### config.mk
export PLATFORM = sky130hd
export DESIGN_NAME = firmware_signature_scanner_flat
export DESIGN_NICKNAME = d
export VERILOG_FILES = /design/src/rtl/fss_pkg.sv /design/src/rtl/fss_if.sv /design/src/rtl/fss_cell.sv /design/src/rtl/fss_sig_track.sv /design/src/rtl/firmware_signature_scanner.sv /design/src/flat_wrapper.sv
export SDC_FILE = /design/constraint.sdc
export NUM_CORES = 1
export LEC_CHECK = 0
export ABC_AREA = 1
export ABC_CLOCK_PERIOD_IN_PS = 14400
export BUFFER_PORTS_ARGS = -buffer_cell sky130_fd_sc_hd__buf_2
export CAP_MARGIN = 10
export CELL_PAD_IN_SITES_DETAIL_PLACEMENT = 1
export CELL_PAD_IN_SITES_GLOBAL_PLACEMENT = 1
export CORE_MARGIN = 3
export CORE_UTILIZATION = 40
export CTS_BUF_LIST = sky130_fd_sc_hd__clkbuf_16
export DETAILED_ROUTE_END_ITERATION = 8
export PLACE_DENSITY = 0.69
export SLEW_MARGIN = 20
export SYNTH_ARGS = -nofsm -noshare
export SYNTH_HDL_FRONTEND = slang
export SYNTH_SLANG_ARGS = --single-unit
### constraint.sdc
create_clock -name clk -period 14.4 [get_ports clk]
set_input_delay 1.44 -clock clk [delete_from_list [all_inputs] [get_ports clk]]
set_output_delay 1.44 -clock clk [all_outputs]
set_load 0.05 [all_outputs]
### src/rtl/fss_pkg.sv
// Shared types, constants and helpers for the firmware signature scanner.
package fss_pkg;

  localparam int unsigned OFFSET_BITS = 32;
  localparam int unsigned RES_BITS    = 32;
  localparam int unsigned EXT_BITS    = (OFFSET_BITS > RES_BITS) ? OFFSET_BITS : RES_BITS;
  localparam int unsigned BYTE_BITS   = 8;
  localparam int unsigned CFG_BITS    = 16;
  localparam int unsigned HIST_LEN    = 12;
  localparam int unsigned WIN_LEN     = HIST_LEN + 1;
  localparam int unsigned WIN_BITS    = WIN_LEN * BYTE_BITS;
  localparam int unsigned NUM_SIGS    = 4;
  localparam int unsigned LAG_BITS    = 4;

  localparam logic [CFG_BITS-1:0] MIN_LENGTH_RESET = 16'd512;

  typedef enum logic [1:0] {
    SIG_LOADER  = 2'd0,
    SIG_KERNEL  = 2'd1,
    SIG_SQUASH  = 2'd2,
    SIG_FLASHFS = 2'd3
  } sig_idx_t;

  // signature lengths in bytes
  localparam logic [LAG_BITS-1:0] SIG_LEN [NUM_SIGS] = '{4'd6, 4'd13, 4'd4, 4'd2};

  // patterns right-aligned in the window: newest byte in the low bits
  localparam logic [WIN_BITS-1:0] PAT_LOADER  = WIN_BITS'(48'h552D426F6F74);
  localparam logic [WIN_BITS-1:0] PAT_KERNEL  = WIN_BITS'(104'h4C696E75782076657273696F6E);
  localparam logic [WIN_BITS-1:0] PAT_SQ_A    = WIN_BITS'(32'h73717368);
  localparam logic [WIN_BITS-1:0] PAT_SQ_B    = WIN_BITS'(32'h68737173);
  localparam logic [WIN_BITS-1:0] PAT_FLASHFS = WIN_BITS'(16'h1985);

  typedef struct packed {
    logic step;   // word accepted, not the last of the image
    logic flush;  // last word of the image accepted
  } scan_ctl_t;

  typedef struct packed {
    logic                too_small;
    logic                any_found;
    logic [NUM_SIGS-1:0] found;
    logic [RES_BITS-1:0] loader_offset;
    logic [RES_BITS-1:0] kernel_offset;
    logic [RES_BITS-1:0] squash_offset;
    logic [RES_BITS-1:0] flashfs_offset;
  } res_t;

  function automatic logic [WIN_BITS-1:0] sig_mask(input logic [LAG_BITS-1:0] len);
    sig_mask = {WIN_BITS{1'b1}} >> (WIN_BITS - BYTE_BITS * int'(len));
  endfunction

  function automatic logic sig_hit(input logic [WIN_BITS-1:0] win,
                                   input logic [WIN_BITS-1:0] pat,
                                   input logic [LAG_BITS-1:0] len);
    sig_hit = ((win ^ pat) & sig_mask(len)) == '0;
  endfunction

endpackage

### src/rtl/fss_if.sv
// Word channels of the scanner: image bytes in, scan results out.
interface fss_in_if;
  logic                          valid;
  logic                          ready;
  logic [fss_pkg::BYTE_BITS-1:0] data_byte;
  logic                          is_last;

  modport source (output valid, data_byte, is_last, input ready);
  modport sink   (input valid, data_byte, is_last, output ready);
endinterface

interface fss_out_if;
  logic                         valid;
  logic                         ready;
  logic                         too_small;
  logic                         any_found;
  logic                         loader_found;
  logic [fss_pkg::RES_BITS-1:0] loader_offset;
  logic                         kernel_found;
  logic [fss_pkg::RES_BITS-1:0] kernel_offset;
  logic                         squash_found;
  logic [fss_pkg::RES_BITS-1:0] squash_offset;
  logic                         flashfs_found;
  logic [fss_pkg::RES_BITS-1:0] flashfs_offset;

  modport source (output valid, too_small, any_found, loader_found, loader_offset,
                  kernel_found, kernel_offset, squash_found, squash_offset,
                  flashfs_found, flashfs_offset, input ready);
  modport sink   (input valid, too_small, any_found, loader_found, loader_offset,
                  kernel_found, kernel_offset, squash_found, squash_offset,
                  flashfs_found, flashfs_offset, output ready);
endinterface

### src/rtl/fss_cell.sv
// One history cell: holds a byte and whether it belongs to the current image.
module fss_cell (
  input  logic                          clk,
  input  logic                          rst_n,
  input  fss_pkg::scan_ctl_t            ctl,
  input  logic [fss_pkg::BYTE_BITS-1:0] data_in,
  input  logic                          live_in,
  output logic [fss_pkg::BYTE_BITS-1:0] data_out,
  output logic                          live_out
);

  logic [fss_pkg::BYTE_BITS-1:0] data_r;
  logic                          live_r;
  logic                          live_nxt;

  always_comb begin
    live_nxt = live_r;
    if (ctl.flush) begin
      live_nxt = 1'b0;
    end else if (ctl.step) begin
      live_nxt = live_in;
    end
  end

  always_ff @(posedge clk) begin
    if (!rst_n) begin
      live_r <= 1'b0;
    end else begin
      live_r <= live_nxt;
    end
  end

  always_ff @(posedge clk) begin
    if (ctl.step) begin
      data_r <= data_in;
    end
  end

  assign data_out = data_r;
  assign live_out = live_r;

endmodule

### src/rtl/fss_sig_track.sv
// First-match tracker for one signature: found flag and start offset.
module fss_sig_track (
  input  logic                            clk,
  input  logic                            rst_n,
  input  fss_pkg::scan_ctl_t              ctl,
  input  logic                            hit,
  input  logic [fss_pkg::LAG_BITS-1:0]    lag,
  input  logic [fss_pkg::OFFSET_BITS-1:0] position,
  output logic                            found_now,
  output logic [fss_pkg::OFFSET_BITS-1:0] offset_now
);

  logic                            found_r;
  logic                            found_nxt;
  logic [fss_pkg::OFFSET_BITS-1:0] offset_r;

  assign found_now  = found_r | hit;
  assign offset_now = found_r ? offset_r : position - fss_pkg::OFFSET_BITS'(lag);

  always_comb begin
    found_nxt = found_r;
    if (ctl.flush) begin
      found_nxt = 1'b0;
    end else if (ctl.step) begin
      found_nxt = found_now;
    end
  end

  always_ff @(posedge clk) begin
    if (!rst_n) begin
      found_r <= 1'b0;
    end else begin
      found_r <= found_nxt;
    end
  end

  always_ff @(posedge clk) begin
    if (ctl.step) begin
      offset_r <= offset_now;
    end
  end

endmodule

### src/rtl/firmware_signature_scanner.sv
// Scanner top level: history cell chain, signature trackers and result register.
//
// Takes one image byte per clock with no gaps of its own. Bytes shift
// through a chain of twelve history cells; the window of those twelve plus
// the incoming byte is compared against the four signatures in the same
// cycle. The result for an image is registered on the cycle its last byte is
// accepted and shown in the next cycle. in_ch.ready drops only while that
// result register is full and out_ch.ready is low. Byte positions saturate at
// 2^OFFSET_BITS - 1. No clearing pass after reset; min_length resets to 512.
module firmware_signature_scanner (
  input  logic                         clk,
  input  logic                         rst_n,
  input  logic                         cfg_we,
  input  logic [fss_pkg::CFG_BITS-1:0] cfg_wdata,
  fss_in_if.sink                       in_ch,
  fss_out_if.source                    out_ch
);

  logic                            in_fire;
  fss_pkg::scan_ctl_t              ctl;
  logic [fss_pkg::CFG_BITS-1:0]    min_len_r;
  logic [fss_pkg::OFFSET_BITS-1:0] pos_r;
  logic [fss_pkg::OFFSET_BITS-1:0] pos_nxt;
  logic                            pos_sat;
  logic                            short_img;

  logic [fss_pkg::BYTE_BITS-1:0]   cell_data [fss_pkg::HIST_LEN];
  logic                            cell_live [fss_pkg::HIST_LEN];
  logic [fss_pkg::WIN_BITS-1:0]    win;

  logic [fss_pkg::NUM_SIGS-1:0]    hit_raw;
  logic [fss_pkg::NUM_SIGS-1:0]    hit;
  logic [fss_pkg::NUM_SIGS-1:0]    found_now;
  logic [fss_pkg::OFFSET_BITS-1:0] offset_now [fss_pkg::NUM_SIGS];
  logic [fss_pkg::EXT_BITS-1:0]    off_ext    [fss_pkg::NUM_SIGS];
  logic [fss_pkg::RES_BITS-1:0]    res_off    [fss_pkg::NUM_SIGS];

  fss_pkg::res_t                   res_r;
  fss_pkg::res_t                   res_nxt;
  logic                            out_valid_r;
  logic                            out_valid_nxt;

  assign in_ch.ready = !out_valid_r || out_ch.ready;
  assign in_fire     = in_ch.valid && in_ch.ready;
  assign ctl.step    = in_fire && !in_ch.is_last;
  assign ctl.flush   = in_fire && in_ch.is_last;

  // config register
  always_ff @(posedge clk) begin
    if (!rst_n) begin
      min_len_r <= fss_pkg::MIN_LENGTH_RESET;
    end else if (cfg_we) begin
      min_len_r <= cfg_wdata;
    end
  end

  // byte position
  assign pos_sat = pos_r == '1;

  always_comb begin
    pos_nxt = pos_r;
    if (ctl.flush) begin
      pos_nxt = '0;
    end else if (ctl.step && !pos_sat) begin
      pos_nxt = pos_r + 1'b1;
    end
  end

  always_ff @(posedge clk) begin
    if (!rst_n) begin
      pos_r <= '0;
    end else begin
      pos_r <= pos_nxt;
    end
  end

  // history chain
  for (genvar k = 0; k < fss_pkg::HIST_LEN; k++) begin : g_cell
    if (k == 0) begin : g_head
      fss_cell u_cell (
        .clk      (clk),
        .rst_n    (rst_n),
        .ctl      (ctl),
        .data_in  (in_ch.data_byte),
        .live_in  (1'b1),
        .data_out (cell_data[k]),
        .live_out (cell_live[k])
      );
    end else begin : g_body
      fss_cell u_cell (
        .clk      (clk),
        .rst_n    (rst_n),
        .ctl      (ctl),
        .data_in  (cell_data[k-1]),
        .live_in  (cell_live[k-1]),
        .data_out (cell_data[k]),
        .live_out (cell_live[k])
      );
    end
  end

  // window: oldest byte in the high bits, incoming byte in the low bits
  always_comb begin
    win[fss_pkg::BYTE_BITS-1:0] = in_ch.data_byte;
    for (int k = 0; k < fss_pkg::HIST_LEN; k++) begin
      win[(k+1)*fss_pkg::BYTE_BITS +: fss_pkg::BYTE_BITS] = cell_data[k];
    end
  end

  always_comb begin
    hit_raw[fss_pkg::SIG_LOADER] =
      fss_pkg::sig_hit(win, fss_pkg::PAT_LOADER, fss_pkg::SIG_LEN[fss_pkg::SIG_LOADER]);
    hit_raw[fss_pkg::SIG_KERNEL] =
      fss_pkg::sig_hit(win, fss_pkg::PAT_KERNEL, fss_pkg::SIG_LEN[fss_pkg::SIG_KERNEL]);
    hit_raw[fss_pkg::SIG_SQUASH] =
      fss_pkg::sig_hit(win, fss_pkg::PAT_SQ_A, fss_pkg::SIG_LEN[fss_pkg::SIG_SQUASH]) ||
      fss_pkg::sig_hit(win, fss_pkg::PAT_SQ_B, fss_pkg::SIG_LEN[fss_pkg::SIG_SQUASH]);
    hit_raw[fss_pkg::SIG_FLASHFS] =
      fss_pkg::sig_hit(win, fss_pkg::PAT_FLASHFS, fss_pkg::SIG_LEN[fss_pkg::SIG_FLASHFS]);
  end

  // a hit counts only when its oldest byte lies inside the current image
  for (genvar s = 0; s < fss_pkg::NUM_SIGS; s++) begin : g_sig
    localparam int unsigned OLDEST = int'(fss_pkg::SIG_LEN[s]) - 2;

    assign hit[s] = in_fire && hit_raw[s] && cell_live[OLDEST];

    fss_sig_track u_track (
      .clk        (clk),
      .rst_n      (rst_n),
      .ctl        (ctl),
      .hit        (hit[s]),
      .lag        (fss_pkg::SIG_LEN[s] - 1'b1),
      .position   (pos_r),
      .found_now  (found_now[s]),
      .offset_now (offset_now[s])
    );

    assign off_ext[s] = fss_pkg::EXT_BITS'(offset_now[s]);
    assign res_off[s] = found_now[s] && !short_img ?
                        off_ext[s][fss_pkg::RES_BITS-1:0] : '0;
  end

  // length is position + 1; never too small once saturated
  assign short_img = !pos_sat &&
                     (({1'b0, pos_r} + 1'b1) <
                      (fss_pkg::OFFSET_BITS + 1)'(min_len_r));

  always_comb begin
    res_nxt                = res_r;
    res_nxt.too_small      = short_img;
    res_nxt.found          = short_img ? '0 : found_now;
    res_nxt.any_found      = !short_img && (found_now != '0);
    res_nxt.loader_offset  = res_off[fss_pkg::SIG_LOADER];
    res_nxt.kernel_offset  = res_off[fss_pkg::SIG_KERNEL];
    res_nxt.squash_offset  = res_off[fss_pkg::SIG_SQUASH];
    res_nxt.flashfs_offset = res_off[fss_pkg::SIG_FLASHFS];
  end

  always_comb begin
    out_valid_nxt = out_valid_r;
    if (ctl.flush) begin
      out_valid_nxt = 1'b1;
    end else if (out_ch.ready) begin
      out_valid_nxt = 1'b0;
    end
  end

  always_ff @(posedge clk) begin
    if (!rst_n) begin
      out_valid_r <= 1'b0;
    end else begin
      out_valid_r <= out_valid_nxt;
    end
  end

  always_ff @(posedge clk) begin
    if (ctl.flush) begin
      res_r <= res_nxt;
    end
  end

  assign out_ch.valid          = out_valid_r;
  assign out_ch.too_small      = res_r.too_small;
  assign out_ch.any_found      = res_r.any_found;
  assign out_ch.loader_found   = res_r.found[fss_pkg::SIG_LOADER];
  assign out_ch.loader_offset  = res_r.loader_offset;
  assign out_ch.kernel_found   = res_r.found[fss_pkg::SIG_KERNEL];
  assign out_ch.kernel_offset  = res_r.kernel_offset;
  assign out_ch.squash_found   = res_r.found[fss_pkg::SIG_SQUASH];
  assign out_ch.squash_offset  = res_r.squash_offset;
  assign out_ch.flashfs_found  = res_r.found[fss_pkg::SIG_FLASHFS];
  assign out_ch.flashfs_offset = res_r.flashfs_offset;

`ifndef NO_ASSERTIONS
  a_last_gives_result: assert property (@(posedge clk) disable iff (!rst_n)
    ctl.flush |=> out_ch.valid)
    else $error("last word accepted but no result presented");

  a_last_clears_pos: assert property (@(posedge clk) disable iff (!rst_n)
    ctl.flush |=> pos_r == '0)
    else $error("position not cleared after last word");

  a_small_hides_found: assert property (@(posedge clk) disable iff (!rst_n)
    out_valid_r && res_r.too_small |-> res_r.found == '0 && !res_r.any_found)
    else $error("too-small image reports a signature");

  a_any_found_or: assert property (@(posedge clk) disable iff (!rst_n)
    out_valid_r |-> res_r.any_found == (res_r.found != '0))
    else $error("any_found disagrees with found flags");
`endif

endmodule
### src/flat_wrapper.sv
// flat-port wrapper written by rule: the top's interface ports become plain ports
module firmware_signature_scanner_flat 
  (clk, rst_n, cfg_we, cfg_wdata, in_ch_valid, in_ch_data_byte, in_ch_is_last, in_ch_ready, out_ch_valid, out_ch_too_small, out_ch_any_found, out_ch_loader_found, out_ch_loader_offset, out_ch_kernel_found, out_ch_kernel_offset, out_ch_squash_found, out_ch_squash_offset, out_ch_flashfs_found, out_ch_flashfs_offset, out_ch_ready);
  fss_in_if in_ch_i ();
  fss_out_if out_ch_i ();
  input  logic clk;
  input  logic rst_n;
  input  logic cfg_we;
  input  logic [fss_pkg::CFG_BITS-1:0] cfg_wdata;
  input wire logic [$bits(in_ch_i.valid)-1:0] in_ch_valid;
  input wire logic [$bits(in_ch_i.data_byte)-1:0] in_ch_data_byte;
  input wire logic [$bits(in_ch_i.is_last)-1:0] in_ch_is_last;
  output wire logic [$bits(in_ch_i.ready)-1:0] in_ch_ready;
  output wire logic [$bits(out_ch_i.valid)-1:0] out_ch_valid;
  output wire logic [$bits(out_ch_i.too_small)-1:0] out_ch_too_small;
  output wire logic [$bits(out_ch_i.any_found)-1:0] out_ch_any_found;
  output wire logic [$bits(out_ch_i.loader_found)-1:0] out_ch_loader_found;
  output wire logic [$bits(out_ch_i.loader_offset)-1:0] out_ch_loader_offset;
  output wire logic [$bits(out_ch_i.kernel_found)-1:0] out_ch_kernel_found;
  output wire logic [$bits(out_ch_i.kernel_offset)-1:0] out_ch_kernel_offset;
  output wire logic [$bits(out_ch_i.squash_found)-1:0] out_ch_squash_found;
  output wire logic [$bits(out_ch_i.squash_offset)-1:0] out_ch_squash_offset;
  output wire logic [$bits(out_ch_i.flashfs_found)-1:0] out_ch_flashfs_found;
  output wire logic [$bits(out_ch_i.flashfs_offset)-1:0] out_ch_flashfs_offset;
  input wire logic [$bits(out_ch_i.ready)-1:0] out_ch_ready;
  assign in_ch_i.valid = in_ch_valid;
  assign in_ch_i.data_byte = in_ch_data_byte;
  assign in_ch_i.is_last = in_ch_is_last;
  assign in_ch_ready = in_ch_i.ready;
  assign out_ch_valid = out_ch_i.valid;
  assign out_ch_too_small = out_ch_i.too_small;
  assign out_ch_any_found = out_ch_i.any_found;
  assign out_ch_loader_found = out_ch_i.loader_found;
  assign out_ch_loader_offset = out_ch_i.loader_offset;
  assign out_ch_kernel_found = out_ch_i.kernel_found;
  assign out_ch_kernel_offset = out_ch_i.kernel_offset;
  assign out_ch_squash_found = out_ch_i.squash_found;
  assign out_ch_squash_offset = out_ch_i.squash_offset;
  assign out_ch_flashfs_found = out_ch_i.flashfs_found;
  assign out_ch_flashfs_offset = out_ch_i.flashfs_offset;
  assign out_ch_i.ready = out_ch_ready;
  firmware_signature_scanner u_core (.clk(clk), .rst_n(rst_n), .cfg_we(cfg_we), .cfg_wdata(cfg_wdata), .in_ch(in_ch_i), .out_ch(out_ch_i));
endmodule
## Word-level counts from Yosys, hierarchy flattened

Index checks and enable logic that the tools add are counted.

- Bits of input ports: 30
- Word-level logic and storage cells: 98
- Bits in registers: 423
- Output and inout port bits: 136

- Muxes and demuxes: 6
- Bitwise gates (word level): 10
- Add/subtract/negate cells: 6
- Reductions and logical operators: 32
- Equal/unequal tests: 1
- Magnitude comparators: 1

Operator list:

| operator | number |
|---|---|
| logical NOT 104 bit | 5 |
| two-way mux 32 bit | 4 |
| NOT 55 bit | 1 |
| NOT 17 bit | 2 |
| adder 32 x 1 -> 33 bit, second input constant | 1 |
| < comparator 33 x 16 -> 1 bit | 1 |
| adder 32 x 1 -> 32 bit, second input constant | 1 |
| == test 32 bit, second input constant | 1 |
| subtractor 32 x 1 -> 32 bit, second input constant | 1 |
| subtractor 32 x 2 -> 32 bit, second input constant | 1 |
| subtractor 32 x 3 -> 32 bit, second input constant | 1 |
| subtractor 32 x 4 -> 32 bit, second input constant | 1 |
| NOT 26 bit | 1 |
| logical AND 1 bit | 18 |
| NOT 6 bit | 1 |
| logical NOT 1 bit | 4 |
| OR 1 bit | 4 |
| nonzero test 4 bit | 1 |
| logical OR 1 bit | 2 |
| two-way mux 1 bit | 2 |
| nonzero test 2 bit | 1 |
| OR reduction 2 bit | 1 |
| NOT 1 bit | 1 |

## Longest topological paths before layout

Gate-level depths: netlist of the first run.

- Depth in word-level cells: 8
- Depth in mapped cells: 20
- Depth with buffers taken out: 19

## Cells and area by module

Synthesis of the first run repeated with hierarchy kept, for this count alone.

- Cells, all modules: 2595
- Area, all modules: 22296.4 µm²

Modules (own cells, without submodules):

| module | area each (µm²) | seq. area each (µm²) | cells each | instances |
|---|---|---|---|---|
| firmware_signature_scanner | 8983.6 | 5004.8 | 1023 | 1 |
| fss_sig_track (u_core.g_sig[0].u_track ...) | 2501.1 | 980.9 | 359 | 2 |
| fss_sig_track (u_core.g_sig[2].u_track ...) | 2428.6 | 980.9 | 337 | 2 |
| fss_cell | 287.8 | 260.2 | 15 | 12 |

## Least setup slack after synthesis of the first run

No wires, ideal clock.

- Path type: in2reg
- Start point: in out_ch_ready
- End point: reg u_core.g_cell[0].g_head.u_cell.data_r (netlist bit u_core.g_cell[0].g_head.u_cell.data_out[0]), enable pin
- Path slack: 5.056 ns
- Arrival: 8.668 ns
- Buffers on the path: 1
- Setup time: 0.676 ns
- Stages on the path: 5
- Data required time: 13.724 ns
- Cells stage by stage: inv_1 -> nand2_1 -> nand2_1 -> nor2_1 -> clkbuf_1

RTL lines:

| what | line | source |
|---|---|---|
| start, declared | flat_wrapper.sv:25 | `input wire logic [$bits(out_ch_i.ready)-1:0] out_ch_ready;` |
| end signal, assigned | fss_cell.sv:35 | `data_r <= data_in;` |
| end, declared | fss_cell.sv:12 | `logic [fss_pkg::BYTE_BITS-1:0] data_r;` |

## Worst setup path in the final report of the first run

- Start point: reg u_core.pos_r[2] (netlist name)
- End point: reg u_core.res_r (netlist bit u_core.out_ch.loader_offset[6]) (data pin)

- Cells in the longest elaborated chain, start to end: 5
- Elaborated cells between the ends (all ways): 9
- Classes of those cells: add/sub (2); order compare (1); eq/ne (1); mux (1); reduce/logical (4)

RTL lines:

| what | line | source |
|---|---|---|
| start, declared | firmware_signature_scanner.sv:22 | `logic [fss_pkg::OFFSET_BITS-1:0] pos_r;` |
| start signal, assigned | firmware_signature_scanner.sv:73 | `pos_r <= pos_nxt;` |
| adder 32 x 1 -> 33 bit / == test 32 bit (equally long branches) | firmware_signature_scanner.sv:146, firmware_signature_scanner.sv:58 |  |
| < comparator 33 x 16 -> 1 bit / logical NOT 1 bit (equally long branches) | firmware_signature_scanner.sv:146, firmware_signature_scanner.sv:145 |  |
| logical AND 1 bit | firmware_signature_scanner.sv:145 | `assign short_img = !pos_sat &&` |
| logical NOT 1 bit | firmware_signature_scanner.sv:140 | `assign res_off[s] = found_now[s] && !short_img ?` |
| logical AND 1 bit | firmware_signature_scanner.sv:140 |  |
| end signal, assigned | firmware_signature_scanner.sv:179 | `res_r <= res_nxt;` |
| end, declared | firmware_signature_scanner.sv:38 | `fss_pkg::res_t res_r;` |

Parallel ways exist; a longest one is shown, timed or not.
A chain may end at the register's enable or synchronous reset.

==> run_results.csv, run 1 <==
group,metric,value,unit
outcome,outcome,"finished clean",
synth,ys_ff_latch,423,
routing,viasPerCell,5.02,
synth,avgSynthCellArea,9.38,um^2
worst_setup_path,crit_required,14.71,ns
die,die_h,230,um
sta,setup-violations-final,0,
cts,cts_tree,"yes",
sta,whs,0.450,ns
min_path,hp-class,"reg -> reg",
die,std_cell_rows,81,
cells_and_area,mostFrequentLayoutCells,"469 x nand2_1, 358 x edfxtp_1, 334 x inv_1, 310 x nor2_1, 165 x buf_2",
routing,drc,0,
cells_and_area,layout-drive-gt1-share,14.0,%
cells_and_area,diodes,0,
synth,synth_cells,2140,
global_route,grt_pass1_vias,15800,
synth,synth.area.top_cells,"edfxtp_1 54%, nand2_1 8.8%, dfxtp_1 6.5%",
synth,yosys_warnings,0,
place,io_buffers,165,
worst_setup_path,crit_fanout,33,
sta,rsz0062_at_grt,"false",
die,start_util,40.8,%
global_route,grt_pass1_wl,96.0,mm
cells_and_area,fillers,5734,
cells_and_area,final_nets,2341,
power_and_ir_drop,p_int,2.27,mW
sta,final-hold-violation-count,0,
synth,async_flop_share,0,%
place,gp_congestion,0.978,
synth,syn-num-nets,2191,
flow_run,cap_violations,0,
global_route,grt_overflow,0,
synth,ys_seq_area_share,60.0,%
cts,clock_sinks,423,
power_and_ir_drop,p_clk_share,39.7,%
power_and_ir_drop,power.share.sequential,45.4,%
power_and_ir_drop,switching_share,28.6,%
cts,cts-htree-levels,2,
die,die_w,230,um
synth,yosys.area.top_type,"edfxtp_1",
cts,clk_pin_slew,0.06,ns
power_and_ir_drop,p_leak,9.99,nW
routing,wirelength,63.3,mm
worst_setup_path,end_kind,"flop",
die,io_pins,166,
cts,clock-root-buffer,"clkbuf_16",
global_route,grt_max_degree,171,
worst_setup_path,path_class,"reg -> reg",
global_route,grtUsageTotal,23.8,%
routing,drt-pass1-iter-count,5,
sta,tightest_slew,0.958,ns
die,core_area,0.0493,mm^2
sta,fin_skew,0.0206,ns
routing,vias,15000,
place,dpl_cell_area,0.0214,mm^2
place,pre_cts_ws,10.26,ns
worst_setup_path,start_kind,"flop",
synth,synth_area,0.0201,mm^2
sta,slew_viol_final,0,
synth,yosys.area.top_type_share,53.5,%
synth,synthFlopType,"edfxtp_1",
synth,synth_cell_types,44,
power_and_ir_drop,p_switching,0.912,mW
cells_and_area,final_common_cell,"nand2_1",
cts,cts_made_buffers,47,
cells_and_area,utilization,46.8,%
power_and_ir_drop,vdd_ir_drop_max,0.0797,mV
cells_and_area,design_area,0.0231,mm^2
power_and_ir_drop,combPwrFrac,14.9,%
sta,worst_slack,10.75,ns
routing,drtIter0Drc,964,
synth,synth_edf_count,358,
power_and_ir_drop,power_density,138,mW/mm^2
global_route,antenna_found_initial,0,
routing,post_drt_wl_per_cell,21.2,um
sta,period_share,25.4,%
cts,post_cts_buffers,0,
sta,fmax,274,MHz
sta,setup_tns,0,ns
sta,period_needed,3.65,ns
cells_and_area,syn_to_final_growth,14.8,%
routing,detail-route-antenna-nets,0,
die,die_area,0.0529,mm^2
cts,postCtsResizedCells,0,
cts,clock_path_buffers,3,
sta,slew_headroom,36.1,%
worst_setup_path,cp.arrival,3.96,ns
cts,clk_latency,0.59,ns
place,dp.final_hpwl,46.2,mm
cts,holdBufCountCts,0,
==> cells by family after synthesis <==
family / Yosys count / share of synthesized area (%)
adder cells (fa/ha/maj): 21 / 1.31
flip-flops: 423 / 60.0
buffers and inverters: 417 / 8.54
AND/OR/NAND/NOR: 977 / 20.5
XOR/XNOR: 88 / 3.84
AO/OA/AOI/OAI: 214 / 5.81
==> worst paths after layout <==
kind | start | endpoint | slack, ns | cells past startpoint
min | u_core.g_cell[9].g_body.u_cell.data_out[6]$_DFFE_PP_ | u_core.g_cell[10].g_body.u_cell.data_out[6]$_DFFE_PP_ | 0.45 | 0
min reg2reg | u_core.g_cell[9].g_body.u_cell.data_out[6]$_DFFE_PP_ | u_core.g_cell[10].g_body.u_cell.data_out[6]$_DFFE_PP_ | 0.45 | 0
max | u_core.pos_r[2]$_SDFFE_PP0P_ | u_core.out_ch.loader_offset[6]$_SDFFCE_PN0P_ | 10.75 | 14
max reg2reg | u_core.pos_r[2]$_SDFFE_PP0P_ | u_core.out_ch.loader_offset[6]$_SDFFCE_PN0P_ | 10.75 | 14
==> synthesized netlist by cell type, types with 2 or more instances <==
library cell / number
nand2_1: 469
edfxtp_1: 358
inv_1: 327
nor2_1: 312
o21ai_0: 114
xor2_1: 87
nand3_1: 77
dfxtp_1: 65
a21oi_1: 60
clkbuf_1: 37
nor2_2: 36
nand4_1: 29
ha_1: 21
buf_2: 20
or2_2: 19
o21a_1: 17
nor3_1: 10
a211oi_1: 9
buf_6: 9
clkinv_1: 8
buf_4: 6
and2_1: 5
nand2_4: 5
buf_1: 4
o31ai_1: 4
a31oi_1: 3
buf_8: 3
nor4_1: 3
a21boi_0: 2
a21o_1: 2
inv_2: 2
nand2_2: 2
nand3b_1: 2
nor2_4: 2
nor3b_1: 2
==> metal layers <==
metal	wire length (um)	vias up	GRT usage [%]	share of wire [%]
met2	29400	366	39.2	46
met1	29200	7394	33.2	46
met3	3050	94	3.18	4.8
li1	-	7171	-	-
met4	1700	0	6.96	2.7
met5	0	-	0	0
==> registers in the layout (all words and copies together) (netlist names), 4 cells and up <==
signal and count:
u_core.g_cell.g_body.u_cell.live_out 11, u_core.g_sig.u_track.offset_r 128, u_core.g_cell.g_head.u_cell.data_out 8, u_core.g_cell.g_body.u_cell.data_out 88, u_core.out_ch.flashfs_offset 32, u_core.pos_r 32
u_core.min_len_r 16, u_core.out_ch.squash_offset 32, u_core.g_sig.u_track.found_r 4, u_core.out_ch.loader_offset 32, u_core.out_ch.kernel_offset 32
==> stage by stage <==
step | std cells | total power [mW]
detailed placement | 2905 | 1.94
floorplan | 2140 | 1.77
global placement | 2905 | 1.93
global route | 2992 | 3.32
CTS | 2992 | 3.22
finish | 2992 | 3.19
==> worst max-delay path, cell delays in order, from the launching register on <==
cell and delay (ns):
dfxtp_1 0.56, ha_1 0.28, nand2_1 0.10, nor2_2 0.26
nand2_1 0.20, nor2_1 0.23, xor2_1 0.22, ha_1 0.28
a21o_1 0.18, nand4_1 0.08, nand2_1 0.06, nor2_1 0.16
nand3_4 0.19, nand2_4 0.46, nor2_2 0.07
==> layout make-up <==
type	count	area [um^2]	area share (%)
Sequential cell	423	12100	52.3
Clock inverter	39	422	1.83
Inverter	337	1260	5.49
Timing Repair Buffer	181	958	4.16
Multi-Input combinational cell	1300	6330	27.5
Clock buffer	48	1200	5.21
Tap cell	664	831	3.60
==> power groups by stage <==
stage / clock [mW] / combinational, mW / sequential [mW]
floorplan: 0 / 0.269 / 1.51
global placement: 0 / 0.462 / 1.47
detailed placement: 0 / 0.470 / 1.47
CTS: 1.29 / 0.474 / 1.45
global route: 1.34 / 0.523 / 1.45
finish: 1.26 / 0.474 / 1.45
(Power assumes the default switching activity.)
==> inputs of run 2 (changes only) <==
- ABC_CLOCK_PERIOD_IN_PS: 14400 -> 3600
- clock period: 14.4 -> 3.6 ns (I/O delays scaled with it)
==> run 2 against run 1 <==
Compared with the run above:
- count of clock-buffer cells in the layout rose by 2
- maximum frequency rose by 12%
- setup slack got worse by 10 ns
- hold slack got worse by 0.42 ns
- critical endpoint is now u_core.out_ch.loader_offset[2]$_SDFFCE_PN0P_
- register-to-register slack got worse by 10 ns
- final cell count rose by 1.4%
- critical path type unchanged
- cell area rose by 1.6%
- critical path depth rose by 3
==> run_results.csv, run 2 (synthesis gave the netlist of run 1 again) <==
group,metric,value,unit
routing,drc,0,
power_and_ir_drop,power_density,536,mW/mm^2
power_and_ir_drop,p_leak,10.2,nW
die,io_pins,166,
flow_run,cap_violations,0,
routing,wirelength,63.1,mm
die,core_area,0.0493,mm^2
worst_setup_path,crit_required,3.91,ns
die,start_util,40.8,%
worst_setup_path,cp.arrival,3.57,ns
cts,clock_path_buffers,3,
cts,clk_pin_slew,0.07,ns
cells_and_area,final_common_cell,"nand2_1",
cells_and_area,multi_input_area,0.00639,mm^2
cells_and_area,utilization,47.6,%
outcome,outcome,"finished clean",
cts,clock_sinks,423,
routing,drtIter0Drc,1180,
cells_and_area,syn_to_final_growth,16.7,%
min_path,hp-class,"in -> reg",
cells_and_area,largest_register_ffs,128,
cells_and_area,layout-drive-gt1-share,15.3,%
sta,slew_headroom,33.9,%
routing,post_drt_wl_per_cell,20.8,um
global_route,grt_pass1_wl,95.6,mm
sta,rsz0062_at_grt,"false",
sta,tightest_slew,0.992,ns
cells_and_area,mostFrequentLayoutCells,"465 x nand2_1, 358 x edfxtp_1, 332 x inv_1, 309 x nor2_1, 165 x buf_2",
sta,fmax,307,MHz
place,gp_congestion,1.00,
worst_setup_path,start_kind,"flop",
global_route,grtUsageTotal,23.8,%
place,pre_cts_ws,0.0923,ns
global_route,grt_max_degree,144,
die,die_h,230,um
cells_and_area,largest-register,"u_core.g_sig.u_track.offset_r",
die,die_area,0.0529,mm^2
sta,period_needed,3.26,ns
worst_setup_path,path_class,"reg -> reg",
cts,cts-htree-levels,2,
global_route,grt_overflow,0,
cts,clock-root-buffer,"clkbuf_16",
cells_and_area,diodes,0,
worst_setup_path,crit_fanout,33,
cells_and_area,ff_latch_area,0.0121,mm^2
routing,drt-pass1-iter-count,5,
die,std_cell_rows,81,
cells_and_area,final_nets,2384,
sta,setup_tns,0,ns
sta,worst_slack,0.340,ns
sta,final-hold-violation-count,0,
cts,cts_tree,"yes",
sta,period_share,90.6,%
worst_setup_path,end_kind,"flop",
routing,detail-route-antenna-nets,0,
sta,setup-violations-final,0,
die,die_w,230,um
sta,slew_viol_final,0,
place,dp.final_hpwl,46.0,mm
cts,cts_made_buffers,47,
power_and_ir_drop,power,12.6,mW
cells_and_area,fillers,5721,
cts,clk_latency,0.58,ns
place,io_buffers,165,
power_and_ir_drop,vdd_ir_drop_max,0.374,mV
global_route,antenna_found_initial,1,
global_route,grt_pass1_vias,15900,
worst_setup_path,r2r_slack,0.34,ns
sta,fin_skew,0.0202,ns
routing,viasPerCell,5.02,
routing,vias,15200,
## run 2: worst paths after layout
| check | startpoint | cells past startpoint | endpoint |
|---|---|---|---|
| worst max-delay path | u_core.pos_r[1]$_SDFFE_PP0P_ | 17 | u_core.out_ch.loader_offset[2]$_SDFFCE_PN0P_ |
| worst min register to register | u_core.g_cell[8].g_body.u_cell.data_out[0]$_DFFE_PP_ | 0 | u_core.g_cell[9].g_body.u_cell.data_out[0]$_DFFE_PP_ |
| worst max register to register | u_core.pos_r[1]$_SDFFE_PP0P_ | 17 | u_core.out_ch.loader_offset[2]$_SDFFCE_PN0P_ |
| worst min-delay path | in_ch_data_byte[1] | 1 | u_core.g_cell[0].g_head.u_cell.data_out[1]$_DFFE_PP_ |
## run 2: worst max-delay path: stages (launching register included)
cell	delay (ns)
dfxtp_1	0.46
ha_2	0.28
nand2_1	0.10
nor2_4	0.15
nand2_1	0.15
xor2_1	0.21
ha_1	0.28
a21o_1	0.18
nor2_1	0.10
nand3_1	0.09
a21oi_1	0.13
nor2_1	0.07
nor2_2	0.14
nand3_4	0.09
buf_12	0.18
nand2_4	0.07
buf_12	0.22
nor2_2	0.06
## run 2: stage by stage
stage          area, um^2  instances  hold WS, ns
2_1_floorplan       20100       2140        0.418
3_3_place_gp        21800       2940        0.424
3_5_place_dp        21800       2940        0.428
4_1_cts             23400       3032      0.00548
5_1_grt             23400       3033      0.00133
6_report            23400       3033       0.0284
## run 2: power breakdown
part           internal (mW)  total, mW  switching [mW]
logic                  0.507       2.02            1.52
registers               5.63       5.76           0.123
clock network           2.80       4.78            1.98
## run 2: per-layer routing
layer,GRT usage (%),up-vias,part of all wire [%]
li1,-,7240,-
met1,32.3,7473,44
met2,38.0,389,46
met3,5.24,111,6.6
met4,7.89,0,3.4
met5,0,-,0
## run 2: timing repair
item | 4_1_cts | 5_1_grt
setup endpoints to repair | 0 | 132
hold endpoints to repair | 7 | 0
buffers inserted | 0 | 1
gates resized for setup | 0 | 7
hold buffers | 7 | 0
## run 2: area by class of cell
| cell class | instances | share of cell area (%) |
|---|---|---|
| repair buffers | 224 | 5.81 |
| well taps | 664 | 3.55 |
| flip-flops and latches | 423 | 51.4 |
| multi-input cells | 1300 | 27.3 |
| clock inverters | 35 | 1.20 |
| inverters | 337 | 5.40 |
| clock buffers | 50 | 5.34 |
==> inputs of run 3 (changes only) <==
--- a/config.mk
+++ b/config.mk
@@ -8,3 +8,3 @@
 export ABC_AREA = 1
-export ABC_CLOCK_PERIOD_IN_PS = 3600
+export ABC_CLOCK_PERIOD_IN_PS = 3630
 export BUFFER_PORTS_ARGS = -buffer_cell sky130_fd_sc_hd__buf_2
==> constraint.sdc (replaced) <==
create_clock -name clk -period 3.63 [get_ports clk]
set_input_delay 0.363 -clock clk [delete_from_list [all_inputs] [get_ports clk]]
set_output_delay 0.363 -clock clk [all_outputs]
set_load 0.005 [all_outputs]
==> run 3 against run 2 <==
Compared with the run above:
- first-iteration DRC count increased by 15%
- hold slack got worse by 0.0018 ns
- highest routed layer unchanged
- cell area increased by 0.44%
- sequential cell count unchanged
- clock skew increased by 0.011 ns
- total power decreased by 0.51%
- routed wire length increased by 3.3%
- via count increased by 0.78%
- critical path depth decreased by 2
- combinational power decreased by 8%
- largest cell class unchanged
==> run_results.csv, run 3 (synthesis gave the netlist of run 1 again) <==
group,metric,value,unit
sta,setup_tns,0,ns
worst_setup_path,start_kind,"flop",
cts,clk_latency,0.61,ns
flow_run,cap_violations,0,
routing,post_drt_wl_per_cell,21.4,um
worst_setup_path,end_kind,"flop",
global_route,grt_pass1_vias,15900,
place,gp_congestion,1.01,
global_route,grt_pass1_wl,97.9,mm
cts,cts-htree-levels,2,
cells_and_area,layout-drive-gt1-share,15.7,%
worst_setup_path,cp.arrival,3.75,ns
cts,clock_path_buffers,3,
place,pre_cts_ws,0.270,ns
power_and_ir_drop,p_leak,10.3,nW
sta,fin_skew,0.0317,ns
cts,clk_pin_slew,0.07,ns
die,std_cell_rows,81,
power_and_ir_drop,power_density,531,mW/mm^2
routing,viasPerCell,5.03,
cells_and_area,mostFrequentLayoutCells,"469 x nand2_1, 358 x edfxtp_1, 332 x inv_1, 310 x nor2_1, 165 x buf_2",
global_route,grt_overflow,0,
worst_setup_path,cp_slowest_stage_delay,0.72,ns
cells_and_area,syn_to_final_growth,17.2,%
worst_setup_path,crit_fanout,33,
worst_setup_path,crit_chain,"nand2_1 > nor2_1 > nand2_1 > nor2_4 > xor2_1 > ha_1 > nand2_1 > inv_1 > nand4_1 > nor2_1 > nor2_2 > nand3_4 > nand2_4 > buf_12 > nor2_1",
routing,drt-pass1-iter-count,5,
min_path,holdPathStages,1,
worst_setup_path,cpMaxStageDelayCell,"dfxtp_1",
sta,worst_slack,0.212,ns
worst_setup_path,worstRegToRegCells,15,
cts,post_cts_buffers,0,
worst_setup_path,r2r_end,"u_core.out_ch.squash_offset[26]$_SDFFCE_PN0P_",
cells_and_area,final_common_cell,"nand2_1",
routing,drtIter0Drc,1353,
cts,cts_made_buffers,46,
cts,clock_sinks,423,
min_path,hp-class,"in -> reg",
die,core_area,0.0493,mm^2
die,die_w,230,um
sta,rsz0062_at_grt,"false",
worst_setup_path,critPathBufInv,2,
worst_setup_path,r2r_slack,0.21,ns
sta,slew_viol_final,0,
cells_and_area,diodes,0,
sta,setup-violations-final,0,
worst_setup_path,path_class,"reg -> reg",
sta,tightest_slew,1.01,ns
die,io_pins,166,
sta,slew_headroom,32.0,%
cells_and_area,utilization,47.8,%
power_and_ir_drop,power,12.5,mW
outcome,outcome,"finished clean",
routing,detail-route-antenna-nets,0,
global_route,antenna_found_initial,0,
min_path,min_from,"in_ch_data_byte[1]",
min_path,hold_end,"u_core.g_cell[0].g_head.u_cell.data_out[1]$_DFFE_PP_",
sta,fmax,293,MHz
cts,clock-root-buffer,"clkbuf_16",
routing,drc,0,
cells_and_area,final_nets,2397,
cts,cts_tree,"yes",
place,dp.final_hpwl,47.8,mm
die,die_h,230,um
power_and_ir_drop,vdd_ir_drop_max,0.304,mV
worst_setup_path,crit_required,3.96,ns
cells_and_area,largest_register_ffs,128,
routing,wirelength,65.2,mm
worst_setup_path,reg2reg_from,"u_core.pos_r[11]$_SDFFE_PP0P_",
sta,period_share,94.1,%
sta,period_needed,3.42,ns
cells_and_area,largest-register,"u_core.g_sig.u_track.offset_r",
worst_setup_path,critPathTopFamily,"simple AND/OR/NAND/NOR gates",
die,start_util,40.8,%
global_route,grtUsageTotal,24.4,%
routing,vias,15300,
die,die_area,0.0529,mm^2
sta,final-hold-violation-count,0,
global_route,grt_max_degree,147,
place,io_buffers,165,
==> run 3: worst max-delay path by stage <==
stage / from / endpoint / slack, ns / cells after the start
finish: u_core.pos_r[11]$_SDFFE_PP0P_ / u_core.out_ch.squash_offset[26]$_SDFFCE_PN0P_ / 0.21 / 15
global route: u_core.pos_r[1]$_SDFFE_PP0P_ / u_core.out_ch.squash_offset[26]$_SDFFCE_PN0P_ / 0.003 / 16
CTS: u_core.pos_r[1]$_SDFFE_PP0P_ / u_core.out_ch.flashfs_offset[13]$_SDFFCE_PN0P_ / 0.27 / 15
detailed placement: u_core.pos_r[1]$_SDFFE_PP0P_ / u_core.out_ch.squash_offset[2]$_SDFFCE_PN0P_ / 0.27 / 15
global placement: u_core.pos_r[11]$_SDFFE_PP0P_ / u_core.out_ch.squash_offset[24]$_SDFFCE_PN0P_ / 0.40 / 15
floorplan: out_ch_ready / u_core.pos_r[4]$_SDFFE_PP0P_ / 0.04 / 10
==> run 3: metrics by stage <==
step | hold WS, ns | cells | area (um^2)
floorplan | 0.418 | 2140 | 20100
global placement | 0.430 | 2954 | 21900
detailed placement | 0.436 | 2954 | 21900
CTS | 0.00519 | 3046 | 23500
global route | 0.0268 | 3046 | 23500
finish | 0.0266 | 3046 | 23500
==> run 3: repair_timing <==
item / CTS / global route
hold buffers: 8 / 0
gates resized for setup: 0 / 0
endpoints found under the hold margin: 8 / 0
==> run 3: per-layer routing <==
layer | track usage [%] | part of all wire [%] | vias to the layer above
met5 | 0 | 0 | -
met4 | 6.96 | 2.9 | 0
met3 | 3.75 | 5.3 | 97
met2 | 39.0 | 46 | 408
met1 | 34.6 | 46 | 7556
li1 | - | - | 7271
==> run 3: cell type report <==
cell class                 count  area, um^2
clock buffer                  46        1150
clock inverter                38         428
fill                        5709       25700
inverter                     337        1260
multi-input combinational   1300        6330
sequential                   423       12100
tap                          664         831
timing repair buffer         238        1480
==> run 3: report_power, final <==
| group | switching (mW) | internal [mW] | total, mW |
|---|---|---|---|
| clock network | 2.02 | 2.90 | 4.92 |
| logic | 1.36 | 0.505 | 1.86 |
| registers | 0.128 | 5.59 | 5.72 |
| total | 3.50 | 9.00 | 12.5 |
